`config.mk`:
```
export PLATFORM = sky130hd
export DESIGN_NAME = swr_ctrl
export DESIGN_NICKNAME = d
export VERILOG_FILES = /design/src/rtl/assert_macros.svh /design/src/rtl/swr_pkg.sv /design/src/rtl/swr_ctrl.sv
export SDC_FILE = /design/constraint.sdc
export NUM_CORES = 1
export LEC_CHECK = 0
export ABC_AREA = 1
export BUFFER_PORTS_ARGS = -buffer_cell sky130_fd_sc_hd__buf_2
export CAP_MARGIN = 25
export CORE_AREA = 2 2 39 41
export CTS_CLUSTER_DIAMETER = 30
export DETAILED_ROUTE_END_ITERATION = 7
export DIE_AREA = 0 0 41 43
export HOLD_SLACK_MARGIN = 0.1
export PLACE_DENSITY_LB_ADDON = 0.1
export SLEW_MARGIN = 20
export SYNTH_ARGS = -nofsm -noshare
export SYNTH_HDL_FRONTEND = slang
export SYNTH_SLANG_ARGS = --single-unit
```
`constraint.sdc`:
```
create_clock -name clk -period 2.45 [get_ports clk]
set_input_delay 0.3675 -clock clk [delete_from_list [all_inputs] [get_ports clk]]
set_output_delay 0.3675 -clock clk [all_outputs]
set_load 0.01 [all_outputs]
```
`src/rtl/assert_macros.svh`:
```
// assertion helpers for the rtl, included by swr_datapath
`ifndef ASSERT_MACROS_SVH
`define ASSERT_MACROS_SVH

`ifndef SYNTHESIS

// property must hold at every edge outside reset
`define ASSERT_PROP(lbl, clk, rst_n, prop) \
    lbl: assert property (@(posedge clk) disable iff (!rst_n) prop) \
        else $error("assertion failed");

// condition must never be seen outside reset
`define ASSERT_NEVER(lbl, clk, rst_n, cond) \
    lbl: assert property (@(posedge clk) disable iff (!rst_n) !(cond)) \
        else $error("forbidden condition seen");

`else

`define ASSERT_PROP(lbl, clk, rst_n, prop)

`define ASSERT_NEVER(lbl, clk, rst_n, cond)

`endif

`endif

```
`src/rtl/swr_pkg.sv`:
```
package swr_pkg;

    // remap table depth, also the cap on the sample size
    localparam int MAX_SAMPLES = 64;

    localparam int DATA_W  = 32;
    localparam int SIZE_W  = 7;
    localparam int IDX_W   = (MAX_SAMPLES > 1) ? $clog2(MAX_SAMPLES) : 1;
    localparam int CNT_W   = $clog2(MAX_SAMPLES + 1);
    localparam int ENTRY_W = 2 * DATA_W;
    localparam int CFG_A_W = 2;

    localparam int SIZE_MAX = (2 ** SIZE_W) - 1;
    localparam logic [SIZE_W-1:0] SIZE_CAP =
        SIZE_W'((MAX_SAMPLES > SIZE_MAX) ? SIZE_MAX : MAX_SAMPLES);

    // register indexes
    localparam logic [CFG_A_W-1:0] REG_RANGE_LOW   = 2'd0;
    localparam logic [CFG_A_W-1:0] REG_RANGE_HIGH  = 2'd1;
    localparam logic [CFG_A_W-1:0] REG_SAMPLE_SIZE = 2'd2;

    // register reset values
    localparam logic [DATA_W-1:0] RANGE_LOW_RST   = 32'd0;
    localparam logic [DATA_W-1:0] RANGE_HIGH_RST  = 32'd255;
    localparam logic [SIZE_W-1:0] SAMPLE_SIZE_RST = 7'd1;

    // error codes
    localparam logic [1:0] ERR_OK    = 2'd0;
    localparam logic [1:0] ERR_RANGE = 2'd1;
    localparam logic [1:0] ERR_DONE  = 2'd2;
    localparam logic [1:0] ERR_SIZE  = 2'd3;

    typedef struct packed {
        logic take;
        logic prep;
        logic check;
        logic step;
        logic write;
        logic emit;
    } cmd_t;

    typedef struct packed {
        logic [1:0] err;
        logic       fill_empty;
        logic       scan_last;
        logic       out_free;
    } status_t;

endpackage

```
`src/rtl/swr_ctrl.sv`:
```
module swr_ctrl (
    input  logic             clk,
    input  logic             rst_n,
    input  logic             in_valid,
    output logic             in_ready,
    input  swr_pkg::status_t sts,
    output swr_pkg::cmd_t    cmd
);

    localparam logic [2:0] S_IDLE  = 3'd0;
    localparam logic [2:0] S_PREP  = 3'd1;
    localparam logic [2:0] S_CHECK = 3'd2;
    localparam logic [2:0] S_SCAN  = 3'd3;
    localparam logic [2:0] S_WRITE = 3'd4;
    localparam logic [2:0] S_OUT   = 3'd5;

    logic [2:0] state_reg;
    logic [2:0] state_next;

    assign in_ready = (state_reg == S_IDLE);

    always_comb
    begin
        cmd        = '0;
        state_next = state_reg;
        unique case (state_reg)
            S_IDLE:
            begin
                cmd.take = in_valid;
                if (in_valid)
                begin
                    state_next = S_PREP;
                end
            end
            S_PREP:
            begin
                cmd.prep   = 1'b1;
                state_next = S_CHECK;
            end
            S_CHECK:
            begin
                cmd.check = 1'b1;
                priority if (sts.err != swr_pkg::ERR_OK)
                begin
                    state_next = S_OUT;
                end
                else if (sts.fill_empty)
                begin
                    state_next = S_WRITE;
                end
                else
                begin
                    state_next = S_SCAN;
                end
            end
            S_SCAN:
            begin
                cmd.step = 1'b1;
                if (sts.scan_last)
                begin
                    state_next = S_WRITE;
                end
            end
            S_WRITE:
            begin
                cmd.write  = 1'b1;
                state_next = S_OUT;
            end
            S_OUT:
            begin
                cmd.emit = sts.out_free;
                if (sts.out_free)
                begin
                    state_next = S_IDLE;
                end
            end
            default:
            begin
                state_next = S_IDLE;
            end
        endcase
    end

    always_ff @(posedge clk or negedge rst_n)
    begin
        if (!rst_n)
        begin
            state_reg <= S_IDLE;
        end
        else
        begin
            state_reg <= state_next;
        end
    end

endmodule

```
; After elaboration in Yosys (flattened, before gate mapping)
; Index checks and enable logic that the tools add are counted.
[op_classes]
eq_ne = 8
muxes = 12
reduce_logical = 3
[op_table]
columns = operator, n
row1 = 3-bit one-hot mux with 6 select lines, 1
row2 = 3-bit 2-to-1 mux, 5
row3 = "3-bit by 2-bit == test with 1-bit output, second input constant", 2
row4 = "3-bit == test, second input constant", 2
row5 = 1-bit 2-to-1 mux, 6
row6 = "2-bit inequality test, second input constant", 3
row7 = "3-bit by 1-bit == test with 1-bit output, second input constant", 1
row8 = 3-bit logical NOT, 1
row9 = 3-bit AND reduction, 1
row10 = 2-bit nonzero test, 1
[totals]
regBits = 3
inputBits = 8
output_inout_bits = 7
elab_cells = 24

; Longest topological paths before layout
; Gate-level depths: netlist of the first run.
[depth]
depth_word = 3
depth_mapped = 7
depth_no_buf = 7

; Worst setup path before layout of the first run
; No wires, ideal clock.
[synth_timing]
kind = reg-to-output
from = reg state_reg[0]
to = out cmd[5] (netlist name)
t_arrival_ns = 0.821
required_time_ns = 2.082
slack_ns = 1.262
path_stages_with_launch = 4
path_buffers = 0
path_cell_list = dfrtp_1 -> inv_1 -> nand2_1 -> nor3_1
[synth_rtl]
columns = element, line_no
row1 = from (decl), swr_ctrl.sv:17  ; logic [2:0] state_reg;
row2 = from (signal assigned), swr_ctrl.sv:92  ; state_reg <= state_next;
row3 = to (decl), swr_ctrl.sv:7  ; output swr_pkg::cmd_t cmd

==> results of run 1 <==
[per-layer routing]
layer	global-route usage (%)	wire length (um)
met1	9.42	261
met2	13.8	310
met3	3.14	40
met4	8.00	14
met5	0	0
[metrics by stage]
stage | utilization (%) | setup slack (ns) | instance area [um^2]
final | 26.5 | 0.926 | 367
after CTS | 26.5 | 0.905 | 367
after global placement | 23.9 | 1.12 | 330
after global routing | 26.5 | 0.795 | 367
after floorplan | - | 1.26 | 240
after detailed placement | 23.9 | 1.16 | 330
[where the power goes]
| group | total, mW | switching [mW] | internal [mW] | leakage, nW |
|---|---|---|---|---|
| clock network | 0.0868 | 0.0257 | 0.0610 | 0.0150 |
| registers | 0.107 | 0.0345 | 0.0729 | 0.0377 |
| logic | 0.218 | 0.131 | 0.0861 | 0.166 |
| total | 0.412 | 0.192 | 0.220 | 0.219 |
[final cells by class]
type	instances	area (um^2)
Timing Repair Buffer	15	80.1
Fill cell	166	1020
Sequential cell	3	75.1
Tap cell	16	20.0
Clock buffer	4	26.3
Inverter	8	30.0
Multi-Input combinational cell	30	135
[worst max-delay path, delay by kind of cell (launching register included)]
kind          cells  cell delay, ns
buf+inv           2            0.26
flops             1            0.45
simple gates      2            0.21
[worst min-delay path by stage]
stage	to	slack [ns]	cells after the start
2_1_floorplan	state_reg[0]	0.07	0
3_3_place_gp	state_reg[2]	0.17	1
3_5_place_dp	state_reg[2]	0.17	1
4_1_cts	state_reg[2]	0.42	4
5_1_grt	state_reg[2]	0.46	2
6_report	state_reg[2]	0.43	4
[logic make-up after synthesis]
| kind of cell | after synthesis | share of synthesized area, % |
|---|---|---|
| AND/OR/NAND/NOR | 26 | 46.4 |
| buffers and inverters | 8 | 12.5 |
| AO/OA/AOI/OAI | 4 | 9.89 |
| flip-flops | 3 | 31.2 |
[synth_stat cells, drive strengths merged]
| master | count |
|---|---|
| dfrtp | 3 |
| inv | 8 |
| o221ai | 1 |
| nand2 | 12 |
| a21oi | 3 |
| nand3 | 2 |
| nor3 | 1 |
| nor2 | 11 |
[repair_timing]
| item | CTS | global route |
|---|---|---|
| hold endpoints to repair | 3 | 0 |
| hold buffers | 1 | 0 |
| buffers inserted | 0 | 0 |
==> metrics.yaml, run 1 <==
status: "finished clean"
leakage_nw: 0.219
die_w_um: 41
min_period_ns: 1.52
vias: 296
htree_levels: 1
final_cell_mix: "buf_2, nand2_1, nor2_1, inv_1"
clockBufferDepth: 2
r2r_cells: 5
crit_type: "flip-flop to output port"
largest_reg_flops: 3
crit_start: "state_reg[2]"
cpMaxStageDelayCell: "dfrtp_1"
grt_overflow: 0
cp_data_arrival_time_ns: 1.16
clk_pin_slew_worst_paths_ns: 0.04
root_buffer: "clkbuf_4"
cp-end-kind: "output port"
cp-start-kind: "flip-flop"
synth_top_area_cell: "dfrtp_1"
drt-initial-drc-count: 3
dp_hpwl_um: 522
ant_nets: 0
start_util_pct: 17.4
cp_max_fo: 7
r2r_start: "state_reg[2]"
fin_setup_tns_ns: 0
cap_violations: 0
wl_per_cell_um: 8.24
hold_violations: 0
die_y_um: 43
crit_end: "cmd[3]"
synth_nets: 49
drt-total-wl_um: 626
port_buffers: 14
irDropWorstVdd_v: 0.000347
clk_latency_ns: 0.23
drive_gt1_share_pct: 35.0
drv_slew: 0
track_usage_pct: 9.16
cts_tree: "yes"
grt_antenna_before_repair: 0
setup_violations: 0
rsz0062_at_grt: "no"
finalNonFillerCells: 76
slowest_delay_ns: 0.45
netlist_area_um2: 240
cts_resized: 0
cts_buffers: 3
vias_per_cell: 3.89
hp-start: "sts[0]"
synth_area_per_cell_um2: 5.86
placed_cells_incl_taps: 71
place.gp.congestion: 0.731
finClkSkew_ns: 0.000753
syn_inst: 41
num-nets-final: 69
reg2reg_to: "state_reg[2]"
crit_chain: "inv_1 -> nand2_1 -> nor2_1 -> buf_2"
grt_first_pass_wirelength_um: 1030
drc: 0
core_area_um2: 1380
ys_top_cells_by_area: "dfrtp_1, nand2_1, nor2_1"
design_power_total_uw: 412
slew_headroom_pct: 84.6
ios: 15
dr.pass1.iters: 2
final_common_cell: "buf_2"
yosys_warnings: 0
critPathRequiredTime_ns: 2.08
cts.sinks: 3
rows: 14
seq_area_frac_synth_pct: 31.3
synth_cell_type_count: 10
synth_top_area_share_pct: 31.3
ys_ff_latch: 3
fin_hold_ws_ns: 0.427
grt_pass1_vias: 265
power_density_nw_per_um2: 1120
die-area_um2: 1760
grt_max_degree: 8
fin_crit_sh_pct: 62.2
reg2reg_setup_slack_ns: 1.34
n_antenna_cell: 0
min_path_type: "primary input to flip-flop"
area_growth_pct: 52.6
max_freq_mhz: 656
worst_pin_slew_ns: 0.232
No activity file was read; power rests on OpenSTA's default activity.
==> run 2, diff against run 1 <==
Clock period 2.45 ns to 1.45 ns, I/O delays scaled along.
==> run 2 against run 1 <==
First-iteration DRC count unchanged. Wire length grew 1.3%. Critical path depth did not move. Largest cell class unchanged.
==> metrics.yaml, run 2 (same netlist as run 1, synthesis figures left out) <==
status: "finished clean"  # unchanged
seq_power_share_pct: 26.4  # was 26.1%
cts_buffers: 3  # unchanged
irDropWorstVdd_v: 0.000593  # was 0.000347 V
clk_pin_slew_worst_paths_ns: 0.04  # about the same
drt-total-wl_um: 634  # was 626 um
hp-start: "sts[0]"  # unchanged
min_path_cells: 4  # unchanged
clk_latency_ns: 0.23  # about the same
final_common_cell: "buf_2"  # unchanged
power_frac_clock_pct: 20.7  # was 21.1%
vias_per_cell: 3.93  # was 3.89
slowest_delay_ns: 0.44  # was 0.45 ns
largest_reg_flops: 3  # unchanged
root_buffer: "clkbuf_4"  # unchanged
cp-end-kind: "output port"  # unchanged
cts_tree: "yes"  # unchanged
crit_type: "flip-flop to output port"  # unchanged
worst_pin_slew_ns: 0.226  # was 0.232 ns
rows: 14  # unchanged
cp_max_fo: 7  # unchanged
wl_per_cell_um: 8.34  # was 8.24 um
hold_violations: 0  # unchanged
crit_start: "state_reg[0]"  # was state_reg[2]
port_buffers: 14  # unchanged
power_frac_comb_pct: 52.9  # was 52.8%
dp_hpwl_um: 522  # unchanged
cpMaxStageDelayCell: "dfrtp_1"  # unchanged
cap_violations: 0  # unchanged
grt_pass1_vias: 265  # unchanged
leakage_nw: 0.217  # was 0.219 nW
dr.pass1.iters: 3  # was 2
drt-initial-drc-count: 3  # unchanged
crit_chain: "inv_1 -> nand2_1 -> nor3_1 -> buf_2"  # was inv_1 -> nand2_1 -> nor2_1 -> buf_2
fin_crit_sh_pct: 94.0
placed_cell_area_um2: 330  # unchanged
ios: 15  # unchanged
final_cell_mix: "buf_2, nand2_1, inv_1, nor2_1"  # was buf_2, nand2_1, nor2_1, inv_1
cp_top_family: "flip-flops"  # unchanged
n_antenna_cell: 0  # unchanged
min_path_type: "primary input to flip-flop"  # unchanged
place.gp.congestion: 0.731  # about the same
reg2reg_setup_slack_ns: 0.36  # was 1.34 ns
reg2reg_to: "state_reg[0]"  # was state_reg[2]
vias: 299  # was 296
cp-start-kind: "flip-flop"  # unchanged
slew_headroom_pct: 85.0  # was 84.6%
r2r_cells: 7  # was 5
postCtsSetupBuffers: 0  # unchanged
grt_overflow: 0  # unchanged
die_y_um: 43  # unchanged
placed_cells_incl_taps: 71  # unchanged
final_area_um2: 370  # was 367 um^2
switching_share_pct: 46.9  # was 46.6%
intPower_uw: 376  # was 220 uW
path_buf_inv: 2  # unchanged
power_density_nw_per_um2: 1910  # was 1120 nW/um^2
area_growth_pct: 54.2  # was 52.6%
die-area_um2: 1760  # unchanged
critPathRequiredTime_ns: 1.23  # was 2.08 ns
finClkSkew_ns: 0.000612  # was 0.000753 ns
cts.sinks: 3  # unchanged
start_util_pct: 17.4  # unchanged
htree_levels: 1  # unchanged
grt_antenna_before_repair: 0  # unchanged
setup_violations: 0  # unchanged
drive_gt1_share_pct: 38.3  # was 35.0%
track_usage_pct: 9.16  # unchanged
grt_max_degree: 8  # unchanged
die_w_um: 41  # unchanged
r2r_start: "state_reg[0]"  # was state_reg[2]
min_to: "state_reg[2]"  # unchanged
switchingPower_uw: 332  # was 192 uW
min_period_ns: 1.36
drv_slew: 0  # unchanged
cp_data_arrival_time_ns: 1.15  # was 1.16 ns
fin_hold_ws_ns: 0.274  # was 0.427 ns
core_area_um2: 1380  # unchanged
finalNonFillerCells: 76  # unchanged
clockBufferDepth: 2  # unchanged
drc: 0  # unchanged
grt_first_pass_wirelength_um: 1030  # unchanged
nFillCells: 167  # was 166
ant_nets: 0  # unchanged
num-nets-final: 69  # unchanged
max_freq_mhz: 734
==> run 2: layout make-up <==
class,count,area (um^2),share of cell area [%]
timing repair buffer,15,80.1,21.6
inverter,8,30.0,8.11
clock buffer,4,26.3,7.09
sequential,3,76.3,20.6
multi-input combinational,30,138,37.2
tap,16,20.0,5.41
==> run 2: timing repair <==
item | CTS | global route
hold endpoints to repair | 3 | 0
gates resized for setup | 0 | 2
endpoints found under the setup margin | 0 | 1
hold buffers | 1 | 0
==> run 2: worst max path at each step <==
stage / to / slack, ns / depth (start not counted)
floorplan: state_reg[0] / 0.38 / 7
global placement: cmd[3] / 0.27 / 4
detailed placement: cmd[3] / 0.31 / 4
CTS: cmd[3] / 0.05 / 4
global route: cmd[1] / -0.0002 / 4
finish: cmd[5] / 0.09 / 4
==> run 2: per-layer routing <==
metal / routed length, um / vias to the layer above / part of all wire [%] / global-route usage [%]
met1: 268 / 125 / 42 / 9.42
met5: 0 / - / 0 / 0
met4: 14 / 0 / 2.2 / 8.00
met2: 310 / 9 / 49 / 13.8
met3: 40 / 2 / 6.3 / 3.14
li1: - / 163 / - / -
==> run 2: power by group through the flow <==
stage	sequential (mW)	combinational, mW	clock [mW]
after floorplan	0.168	0.251	0
after global placement	0.180	0.386	0
after detailed placement	0.182	0.374	0
after CTS	0.181	0.376	0.157
after global routing	0.193	0.434	0.163
final	0.187	0.375	0.147
==> run 2: per-stage QoR <==
stage                     setup slack (ns)  setup TNS (ns)  power [mW]  util (%)
after CTS                           0.0547               0       0.714      26.5
after global routing             -0.000215       -0.000215       0.790      26.8
after floorplan                      0.379               0       0.419         -
final                               0.0872               0       0.708      26.8
after global placement               0.266               0       0.565      23.9
after detailed placement             0.314               0       0.556      23.9
==> run 2: worst min-delay path, delay by kind of cell <==
kind	cells	cell delay, ns
and+or+nand+nor	1	0.05
buffers and inverters	2	0.13
AOI/OAI and AO/OA	1	0.06
